### config.mk
export PLATFORM = sky130hd
export DESIGN_NAME = dmvm_ctrl
export DESIGN_NICKNAME = d
export VERILOG_FILES = /design/src/rtl/dmvm_pkg.sv /design/src/rtl/dmvm_ctrl.sv
export SDC_FILE = /design/constraint.sdc
export NUM_CORES = 1
export LEC_CHECK = 0
export ABC_AREA = 1
export BUFFER_PORTS_ARGS = -buffer_cell sky130_fd_sc_hd__buf_2
export CORE_MARGIN = 3
export CORE_UTILIZATION = 59
export CTS_CLUSTER_DIAMETER = 120
export DETAILED_ROUTE_END_ITERATION = 8
export PLACE_DENSITY_LB_ADDON = 0.15
export SETUP_SLACK_MARGIN = 0.4
export SLEW_MARGIN = 5
export SYNTH_ARGS = -nofsm -noshare
export SYNTH_HDL_FRONTEND = slang
export SYNTH_SLANG_ARGS = --single-unit
### constraint.sdc
create_clock -name clk -period 4.13 [get_ports clk]
set_clock_uncertainty 0.15 [all_clocks]
set_input_delay 0 -clock clk [delete_from_list [all_inputs] [get_ports clk]]
set_output_delay 0 -clock clk [all_outputs]
set_load 0.02 [all_outputs]
### src/rtl/dmvm_pkg.sv
`timescale 1ns / 1ps
`default_nettype none

package dmvm_pkg;

  // Store geometry
  localparam int MAX_ROWS    = 16;
  localparam int MAX_COLS    = 16;
  localparam int MAX_RESULTS = 16;

  // Field widths of the words on the ports
  localparam int CFG_W       = 5;
  localparam int ROW_F_W     = 4;
  localparam int COL_F_W     = 4;
  localparam int VAL_W       = 32;
  localparam int IN_TDATA_W  = 40;
  localparam int OUT_TDATA_W = 40;
  localparam int OUT_PAD_W   = OUT_TDATA_W - ROW_F_W - VAL_W;

  // Internal widths
  localparam int ROW_AW  = (MAX_ROWS > 1) ? $clog2(MAX_ROWS) : 1;
  localparam int COL_AW  = (MAX_COLS > 1) ? $clog2(MAX_COLS) : 1;
  localparam int MADDR_W = (MAX_ROWS * MAX_COLS > 1) ? $clog2(MAX_ROWS * MAX_COLS) : 1;
  localparam int FRAC_W  = 16;
  localparam int PROD_W  = 2 * VAL_W;
  localparam int TERM_W  = PROD_W - FRAC_W;
  localparam int ACC_W   = TERM_W + ((MAX_COLS > 1) ? $clog2(MAX_COLS) : 1);

  // Largest usable counts; the register field caps the column count
  localparam int ROWS_LIM  = (MAX_ROWS < MAX_RESULTS) ? MAX_ROWS : MAX_RESULTS;
  localparam int COLS_CAP  = (1 << CFG_W) - 1;
  localparam int COLS_LIM  = (MAX_COLS < COLS_CAP) ? MAX_COLS : COLS_CAP;
  localparam int CFG_RESET = 16;

  // Register indexes
  localparam logic REG_ROWS = 1'b0;
  localparam logic REG_COLS = 1'b1;

  // Input word kinds
  localparam logic OP_MATRIX = 1'b0;
  localparam logic OP_VECTOR = 1'b1;

  // Controller to datapath
  typedef struct packed {
    logic              issue;
    logic              first_col;
    logic              last_col;
    logic              last_row;
    logic [ROW_AW-1:0] row;
    logic [COL_AW-1:0] col;
  } ctrl_cmd_t;

  // Datapath to controller
  typedef struct packed {
    logic out_busy;
    logic loaded;
  } dp_status_t;

endpackage

`default_nettype wire

### src/rtl/dmvm_ctrl.sv
`timescale 1ns / 1ps
`default_nettype none

module dmvm_ctrl (
  input  wire                      clk,
  input  wire                      rst_n,
  input  wire                      in_tvalid,
  input  wire                      in_tuser,
  input  wire                      in_tlast,
  output logic                     in_tready,
  input  wire                      cfg_valid,
  input  wire                      cfg_index,
  input  wire [dmvm_pkg::CFG_W-1:0] cfg_data,
  output logic                     cfg_ready,
  input  dmvm_pkg::dp_status_t     status,
  output dmvm_pkg::ctrl_cmd_t      cmd
);
  import dmvm_pkg::*;

  localparam logic [1:0] S_IDLE = 2'd0;
  localparam logic [1:0] S_ARM  = 2'd1;
  localparam logic [1:0] S_RUN  = 2'd2;
  localparam logic [1:0] S_WAIT = 2'd3;

  localparam int RCMP_W = CFG_W + ROW_AW;
  localparam int CCMP_W = CFG_W + COL_AW;

  logic [1:0]        state_r, state_nxt;
  logic [ROW_AW-1:0] row_r, row_nxt;
  logic [COL_AW-1:0] col_r, col_nxt;
  logic [CFG_W-1:0]  rows_cfg_r, cols_cfg_r;
  logic [CFG_W-1:0]  n_rows, n_cols;
  logic              col_last, row_last, start_seen;

  // Configuration registers, always ready
  assign cfg_ready = 1'b1;

  always_ff @(posedge clk) begin
    if (!rst_n) begin
      rows_cfg_r <= CFG_W'(CFG_RESET);
      cols_cfg_r <= CFG_W'(CFG_RESET);
    end else if (cfg_valid && cfg_ready) begin
      unique case (cfg_index)
        REG_ROWS: rows_cfg_r <= cfg_data;
        REG_COLS: cols_cfg_r <= cfg_data;
        default:  rows_cfg_r <= rows_cfg_r;
      endcase
    end
  end

  // Clamp counts to the usable range
  always_comb begin
    if (rows_cfg_r == '0)                    n_rows = CFG_W'(1);
    else if (rows_cfg_r > CFG_W'(ROWS_LIM))  n_rows = CFG_W'(ROWS_LIM);
    else                                     n_rows = rows_cfg_r;
    if (cols_cfg_r == '0)                    n_cols = CFG_W'(1);
    else if (cols_cfg_r > CFG_W'(COLS_LIM))  n_cols = CFG_W'(COLS_LIM);
    else                                     n_cols = cols_cfg_r;
  end

  assign col_last   = CCMP_W'(col_r) == CCMP_W'(n_cols - CFG_W'(1));
  assign row_last   = RCMP_W'(row_r) == RCMP_W'(n_rows - CFG_W'(1));
  assign in_tready  = (state_r == S_IDLE);
  assign start_seen = in_tvalid && in_tready && (in_tuser == OP_VECTOR) && in_tlast;

  // Sequence rows and columns
  always_comb begin
    state_nxt = state_r;
    row_nxt   = row_r;
    col_nxt   = col_r;
    unique case (state_r)
      S_IDLE: begin
        if (start_seen) begin
          state_nxt = S_ARM;
          row_nxt   = '0;
        end
      end
      S_ARM: begin
        if (!status.out_busy) begin
          state_nxt = S_RUN;
          col_nxt   = '0;
        end
      end
      S_RUN: begin
        if (col_last) state_nxt = S_WAIT;
        else          col_nxt   = col_r + COL_AW'(1);
      end
      S_WAIT: begin
        if (status.loaded) begin
          if (row_last) begin
            state_nxt = S_IDLE;
          end else begin
            state_nxt = S_ARM;
            row_nxt   = row_r + ROW_AW'(1);
          end
        end
      end
      default: state_nxt = S_IDLE;
    endcase
  end

  always_ff @(posedge clk) begin
    if (!rst_n) begin
      state_r <= S_IDLE;
      row_r   <= '0;
      col_r   <= '0;
    end else begin
      state_r <= state_nxt;
      row_r   <= row_nxt;
      col_r   <= col_nxt;
    end
  end

  // Drive the datapath
  always_comb begin
    cmd.issue     = (state_r == S_RUN);
    cmd.first_col = (col_r == '0);
    cmd.last_col  = col_last;
    cmd.last_row  = row_last;
    cmd.row       = row_r;
    cmd.col       = col_r;
  end

endmodule

`default_nettype wire

==> results of run 1 <==
==> registers in the layout, summed over array words and instances, names as in the netlist <==
register,flops
cols_cfg_r,5
state_r,2
rows_cfg_r,5
row_r,4
col_r,4
==> cells in the final DEF, fill, tap and decap left out <==
master and instances:
dlygate4sd3_1 16, nand3b_1 1, clkbuf_4 3, inv_1 24, nand2_2 6, xor2_1 5
nand3_1 19, inv_2 3, o21ai_0 10, nand2_1 53, nand4_1 6, and2_1 1
nor2_4 1, nand3_2 2, ha_1 9, o21ai_1 1, or2_2 1, xnor2_1 4
o211ai_1 2, nand4_4 2, nand3_4 1, conb_1 1, clkbuf_8 1, nor2_2 3
nor2_1 23, a21oi_1 13, dfxtp_1 20, buf_2 26
==> layout make-up <==
type	count	area share (%)
inverter	27	5.70
multi-input combinational	164	51.5
sequential	20	22.5
tap	28	1.97
timing repair buffer	42	16.3
clock buffer	4	2.04
==> per-stage QoR <==
| step | hold slack, ns | std cells | power, mW | worst slack [ns] |
|---|---|---|---|---|
| global route | 0.0621 | 285 | 0.706 | 1.45 |
| global placement | 0.0963 | 265 | 0.517 | 1.94 |
| CTS | 0.0296 | 285 | 0.645 | 1.76 |
| floorplan | -0.0196 | 215 | 0.456 | 2.11 |
| detailed placement | 0.0969 | 265 | 0.522 | 1.90 |
| finish | 0.0361 | 285 | 0.646 | 1.68 |
==> power by group <==
group | internal (mW) | total [mW] | leakage (nW) | switching [mW]
registers | 0.215 | 0.241 | 0.164 | 0.0263
clock network | 0.0537 | 0.113 | 0.0210 | 0.0595
logic | 0.108 | 0.292 | 0.690 | 0.184
total | 0.376 | 0.646 | 0.874 | 0.270
==> worst max-delay path, cell delays in order, from the launching register on <==
cell and delay (ns):
dfxtp_1 0.39, nor2_2 0.20, nand2_2 0.08, nand2_1 0.09
nand2_1 0.09, ha_1 0.25, xnor2_1 0.21, inv_1 0.07
nand2_1 0.06, nand2_1 0.05, nor2_2 0.17, nand3_1 0.13
inv_1 0.06, buf_2 0.15
==> what timing repair did <==
item	in CTS	in global routing
hold endpoints to repair	13	0
hold buffers	16	0
gates resized for setup	0	0
==> worst min path at each step <==
stage | start | endpoint
final | in_tvalid | row_r[2]
after global routing | status[0] | row_r[3]
after CTS | in_tvalid | row_r[2]
after detailed placement | cfg_data[3] | rows_cfg_r[3]
after global placement | cfg_data[2] | rows_cfg_r[2]
after floorplan | cfg_data[4] | cols_cfg_r[4]
==> metal layers <==
layer / up-vias / track usage (%)
met4: 0 / 6.94
met5: - / 0
met3: 8 / 2.10
met2: 25 / 41.7
met1: 711 / 30.3
li1: 778 / -
==> cell families after synthesis <==
| logic type | Yosys count | share of synthesized area (%) |
|---|---|---|
| buffers and inverters | 31 | 8.92 |
| other | 1 | 0.259 |
| xor gates and xnor gates | 9 | 5.45 |
| DFF | 20 | 27.7 |
| adders and majority gates | 9 | 7.79 |
| AOI/OAI and AO/OA | 26 | 9.35 |
| and+or+nand+nor | 119 | 40.5 |
==> impl_summary.txt, run 1 <==
----------------------------------------------------
[Outcome]
  Outcome ... finished, final reports clean

[Route]
  DRC marker count from the first detailed-route iteration ... 57
  Total number of vias ... 1,522
  Highest metal layer with signal wires ... met4
  Count of nets left with antenna violations after detail routing ... 0
  Routed length on met2 ... 1670 um
  First-pass DRT Iterations ... 4
  Detail Route met3 WL ... 86 um
  WL final ... 3320 um
  DR vias/cell ... 5.34
  Detailed-route DRC error count ... 0
  Post-DR wirelength/cell ... 11.6 um
  WL met1 ... 1490 um

[Worst setup path]
  Worst Path Class, Setup ... reg -> out
  Data required time of the worst path ... 3.98 ns
  Worst EP arrival ... 2.30 ns
  Maximum fanout encountered on the critical timing path ... 5
  Capturing instance or port of the critical path ... cmd[8]
  Setup slack of the most critical reg-to-reg path ... 1.80 ns
  Reg2reg end ... state_r[0]
  Crit path launch type ... flip-flop
  CP endpoint kind ... output pin
  Start point of the critical path ... rows_cfg_r[2]
  Launching point of the worst reg2reg path ... rows_cfg_r[2]
  Cell count of the worst reg-to-reg path ... 15

[Synth]
  Synth unique cells ... 26
  Area of the mapped netlist ... 1450 um2
  Post-synth EDFFs ... 0
  Commonest cells in the netlist ... 53 x nand2_1, 24 x inv_1, 23 x nor2_1
  Cell type contributing the most total cell area after synthesis ... dfxtp_1
  Number of warning messages in the yosys log ... 0
  Sequential-to-total area share from yosys stat ... 27.7%
  Asr flop ratio synth ... 0%
  Synthesized instance count ... 215
  Area share of the largest cell type after synthesis ... 27.7%
  Most instantiated library cell after synthesis ... nand2_1
  Per-instance average area after synthesis ... 6.72 um2
  Flops & latches, synth ... 20
  Most frequently used flop master after synthesis ... dfxtp_1
  Post-Syn Nets ... 238
  Synth top area cells ... dfxtp_1 28%, nand2_1 14%, ha_1 7.8%

[Global route]
  Via count of the first global-routing pass ... 1,472
  Overall global routing resource usage ... 23.6%
  Initial antenna violation count ... 0
  Pin count of the biggest net entering global routing ... 14
  Congestion Overflow GR ... 0
  Global-route wire length before repair ... 6170 um

[Clock tree]
  Buffers inserted during post-CTS setup optimization ... 0
  CTS sink cnt ... 20
  Clock transition at the registers of the reported paths ... 0.11 ns
  CTS H-tree depth ... 1
  Clock latency of the later-clocked register in the worst-skew pair ... 0.29 ns
  Total CTS buffers ... 3
  Maximum count of clock buffers along a single path ... 2
  CTS tree ... yes
  Clock root cell ... clkbuf_4

[Die]
  Std cell rows ... 17
  Core area ... 2280 um2
  Area enclosed by the die boundary ... 3080 um2
  Die width ... 55.5 um
  I/O pin cnt ... 28
  Effective utilization at floorplan ... 63.5%
  Floorplan die height ... 55.5 um

[Layout]
  Fill cell total of the finished layout ... 179
  Antenna diode instance count ... 0
  Register Area ... 400 um2
  Final layout net count ... 281
  Layout cells sized above 1 ... 19.1%
  Final Util ... 78.2%
  Area of combinational cells with multiple inputs ... 916 um2
  Final design instance area without fill ... 1780 um2
  Layout-stage area growth over the synthesis result ... 23.1%

[Place]
  Total of buffers placed on input and output ports ... 26
  Area after DPL ... 1580 um2
  Routability congestion estimate ... 0.834
  DPL Wire Length ... 2320 um

[STA]
  Unrepaired setup endpoints after global routing ... no
  TNS Setup ... 0 ns
  Number of setup violations in the final report ... 0
  Min Clock Period, post-route ... 2.45 ns
  Number of failing hold endpoints at the final stage ... 0
  Number of slew-limit violations in the final report ... 0
  Achievable clock frequency ... 408 MHz
  Part of the cycle the worst path needs ... 59.4%

[Power]
  Peak supply drop ... 0.277 mV
  Static Leakage ... 0.874 nW
  Total power divided by cell area ... 363 nW/um2

[Flow run]
  Maximum Capacitance Violations ... 0

[Min path]
  Worst min-delay path category ... in -> reg
  Hold Path Cell Cnt ... 5

----------------------------------------------------
Power figures use the tool's default switching activity.
==> run 2: changes to the inputs <==
--- a/config.mk
+++ b/config.mk
@@ -8,7 +8,7 @@
 export ABC_AREA = 1
 export BUFFER_PORTS_ARGS = -buffer_cell sky130_fd_sc_hd__buf_2
 export CORE_MARGIN = 3
-export CORE_UTILIZATION = 59
+export CORE_UTILIZATION = 55
 export CTS_CLUSTER_DIAMETER = 120
 export DETAILED_ROUTE_END_ITERATION = 8
 export PLACE_DENSITY_LB_ADDON = 0.15
==> constraint.sdc (replaced) <==
create_clock -name clk -period 2.5 [get_ports clk]
set_clock_uncertainty 0.15 [all_clocks]
set_input_delay 0 -clock clk [delete_from_list [all_inputs] [get_ports clk]]
set_output_delay 0 -clock clk [all_outputs]
set_load 0.02 [all_outputs]
==> run 2 against run 1 <==
  * Setup slack worse by 1.4 ns
  * Clock-buffer cell count unchanged
  * Cell count increased by 5.3%
  * Via count grew 18%
  * First-iteration DRC count rose to 3.4 times the previous value
  * Clock power increased by 75%
  * Critical path type unchanged
  * Critical path depth unchanged
  * Sequential share of layout area is 2.5 points lower
  * Core utilization is 12 points higher
  * Critical endpoint is now cmd[9]
  * Non-clock buffer count is 15 higher
  * Register-to-register slack got worse by 1.5 ns
==> impl_summary.txt, run 2 (synthesis results as in run 1) <==
----------------------------------------------------
[Min path]
  Endpoint of the worst hold path ... row_r[2]
  Source of the worst hold timing path ... status[0]
  Worst min-delay path category ... in -> reg
  Hold Path Cell Cnt ... 5 (unchanged)

[Layout]
  Fill cell total of the finished layout ... 110 (-39%)
  Most frequent cells in the layout ... 42 x nand2_1, 24 x buf_2, 21 x inv_1, 21 x nor2_1, 16 x nand3_1
  Layout cells sized above 1 ... 36.8% (+18 points)
  Antenna diode instance count ... 0 (unchanged)
  Final layout net count ... 296 (+5.3%)
  Registers with the most flip-flops ... cols_cfg_r (5), rows_cfg_r (5)
  Layout-stage area growth over the synthesis result ... 45.6%
  Most common library cell in the layout ignoring fill and taps ... nand2_1

[Worst setup path]
  Launching point of the worst reg2reg path ... state_r[0]
  Worst EP arrival ... 2.09 ns (-0.21 ns)
  CP endpoint kind ... output pin
  Worst Path Class, Setup ... reg -> out
  Cell count of the worst reg-to-reg path ... 8 (-7)
  Crit path launch type ... flip-flop
  Maximum fanout encountered on the critical timing path ... 3 (-2)
  Setup slack of the most critical reg-to-reg path ... 0.30 ns (-1.50 ns)
  Data required time of the worst path ... 2.35 ns (-1.63 ns)
  Reg2reg end ... state_r[0]

[STA]
  Tightest slew margin relative to the limit ... 60.7%
  Number of failing hold endpoints at the final stage ... 0 (unchanged)
  Part of the cycle the worst path needs ... 89.5%
  Min Clock Period, post-route ... 2.24 ns
  Number of slew-limit violations in the final report ... 0 (unchanged)
  Achievable clock frequency ... 447 MHz
  Final critical-path setup slack ... 0.263 ns (-1.41 ns)
  Unrepaired setup endpoints after global routing ... yes
  TNS Setup ... 0 ns (unchanged)
  Slew @ Worst Pin ... 0.589 ns
  Number of setup violations in the final report ... 0 (unchanged)

[Route]
  Post-DR wirelength/cell ... 17.4 um (+50%)
  First-pass DRT Iterations ... 8 (+4)
  DRC marker count from the first detailed-route iteration ... 192 (+240%)
  DR vias/cell ... 5.96 (+12%)
  WL final ... 5230 um (+58%)
  Detailed-route DRC error count ... 0 (unchanged)
  Count of nets left with antenna violations after detail routing ... 0 (unchanged)
  Total number of vias ... 1,789 (+18%)

[Die]
  Area enclosed by the die boundary ... 3280 um2 (+6.5%)
  Core area ... 2340 um2 (+2.8%)
  Std cell rows ... 17 (unchanged)
  Die width ... 57.3 um (+3.2%)
  Effective utilization at floorplan ... 61.8% (-1.7 points)
  I/O pin cnt ... 28 (unchanged)
  Floorplan die height ... 57.3 um (+3.2%)

[Global route]
  Via count of the first global-routing pass ... 1,451 (-1.4%)
  Global-route wire length before repair ... 6610 um (+7.2%)
  Initial antenna violation count ... 0 (unchanged)
  Pin count of the biggest net entering global routing ... 14 (unchanged)
  Congestion Overflow GR ... 0 (unchanged)
  Overall global routing resource usage ... 25.7% (+2.1 points)

[Clock tree]
  Clock root cell ... clkbuf_4
  CTS sink cnt ... 20 (unchanged)
  Total CTS buffers ... 3 (unchanged)
  Clock transition at the registers of the reported paths ... 0.13 ns (+0.02 ns)
  CTS tree ... yes
  CTS H-tree depth ... 1 (unchanged)
  Maximum count of clock buffers along a single path ... 2 (unchanged)
  Clock latency of the later-clocked register in the worst-skew pair ... 0.31 ns (+0.02 ns)

[Place]
  Place WS ... 0.281 ns (-1.62 ns)
  Routability congestion estimate ... 0.880 (+5.4%)
  DPL Wire Length ... 2310 um (-0.57%)
  Total of buffers placed on input and output ports ... 26 (unchanged)

[Flow run]
  Maximum Capacitance Violations ... 0 (unchanged)

[Power]
  Static Leakage ... 1.00 nW (+15%)
  Total power divided by cell area ... 587 nW/um2 (+62%)
  Power Total ... 1.24 mW (+91%)
  Peak supply drop ... 0.522 mV (+89%)

[Outcome]
  Outcome ... finished, final reports clean

----------------------------------------------------
## run 2: cell type report
class	instances	area, um2	share of cell area (%)
Clock buffer	4	36.3	1.72
Multi-Input combinational cell	164	1090	51.8
Sequential cell	20	420	20.0
Tap cell	28	35.0	1.66
Timing Repair Buffer	57	422	20.0
Inverter	27	101	4.82
## run 2: worst max-delay path: stages (launching register included)
cell and delay, ns:
dfxtp_4 0.38, nor2_4 0.13, nand2_4 0.08, nand2_4 0.09, nand2_4 0.07, ha_4 0.17
xnor2_1 0.20, inv_1 0.06, nand2_1 0.09, nand2_2 0.08, nor2_4 0.14, nand3_2 0.12
inv_2 0.07, buf_6 0.11
## run 2: what timing repair did
action                                 in CTS  in global routing
buffers inserted                            6                  9
setup endpoints to repair                  12                 13
hold buffers                               16                  0
pin swaps                                  11                 18
endpoints found under the hold margin      14                  0
resized for setup                          34                 27
## run 2: per-stage QoR
| stage | instances | hold slack [ns] | area, um2 | util [%] |
|---|---|---|---|---|
| finish | 300 | 0.136 | 2100 | 89.9 |
| floorplan | 215 | -0.0196 | 1450 | - |
| global placement | 265 | 0.0940 | 1580 | 67.6 |
| detailed placement | 265 | 0.0999 | 1580 | 67.6 |
| global route | 300 | 0.175 | 2100 | 89.9 |
| CTS | 291 | 0.0153 | 1940 | 82.8 |
## run 2: worst max-delay path by stage
stage | startpoint | to | slack [ns]
after floorplan | cols_cfg_r[2] | col_r[0] | 0.48
final | cols_cfg_r[2] | cmd[9] | 0.26
after global routing | rows_cfg_r[2] | cmd[8] | 0.15
after detailed placement | rows_cfg_r[2] | row_r[0] | 0.28
after global placement | rows_cfg_r[2] | row_r[0] | 0.31
after CTS | rows_cfg_r[3] | cmd[8] | 0.33
## run 2: power breakdown
| part | total (mW) | switching, mW | internal [mW] |
|---|---|---|---|
| Sequential | 0.409 | 0.0545 | 0.355 |
| Clock | 0.198 | 0.109 | 0.0890 |
| Combinational | 0.628 | 0.396 | 0.232 |
| Total | 1.24 | 0.560 | 0.675 |
## run 2: per-layer routing
| layer | wire, um | vias to the layer above | GRT usage [%] |
|---|---|---|---|
| li1 | - | 809 | - |
| met1 | 2030 | 835 | 32.0 |
| met2 | 2500 | 111 | 44.5 |
| met3 | 395 | 34 | 4.30 |
| met4 | 302 | 0 | 9.27 |
| met5 | 0 | - | 0 |
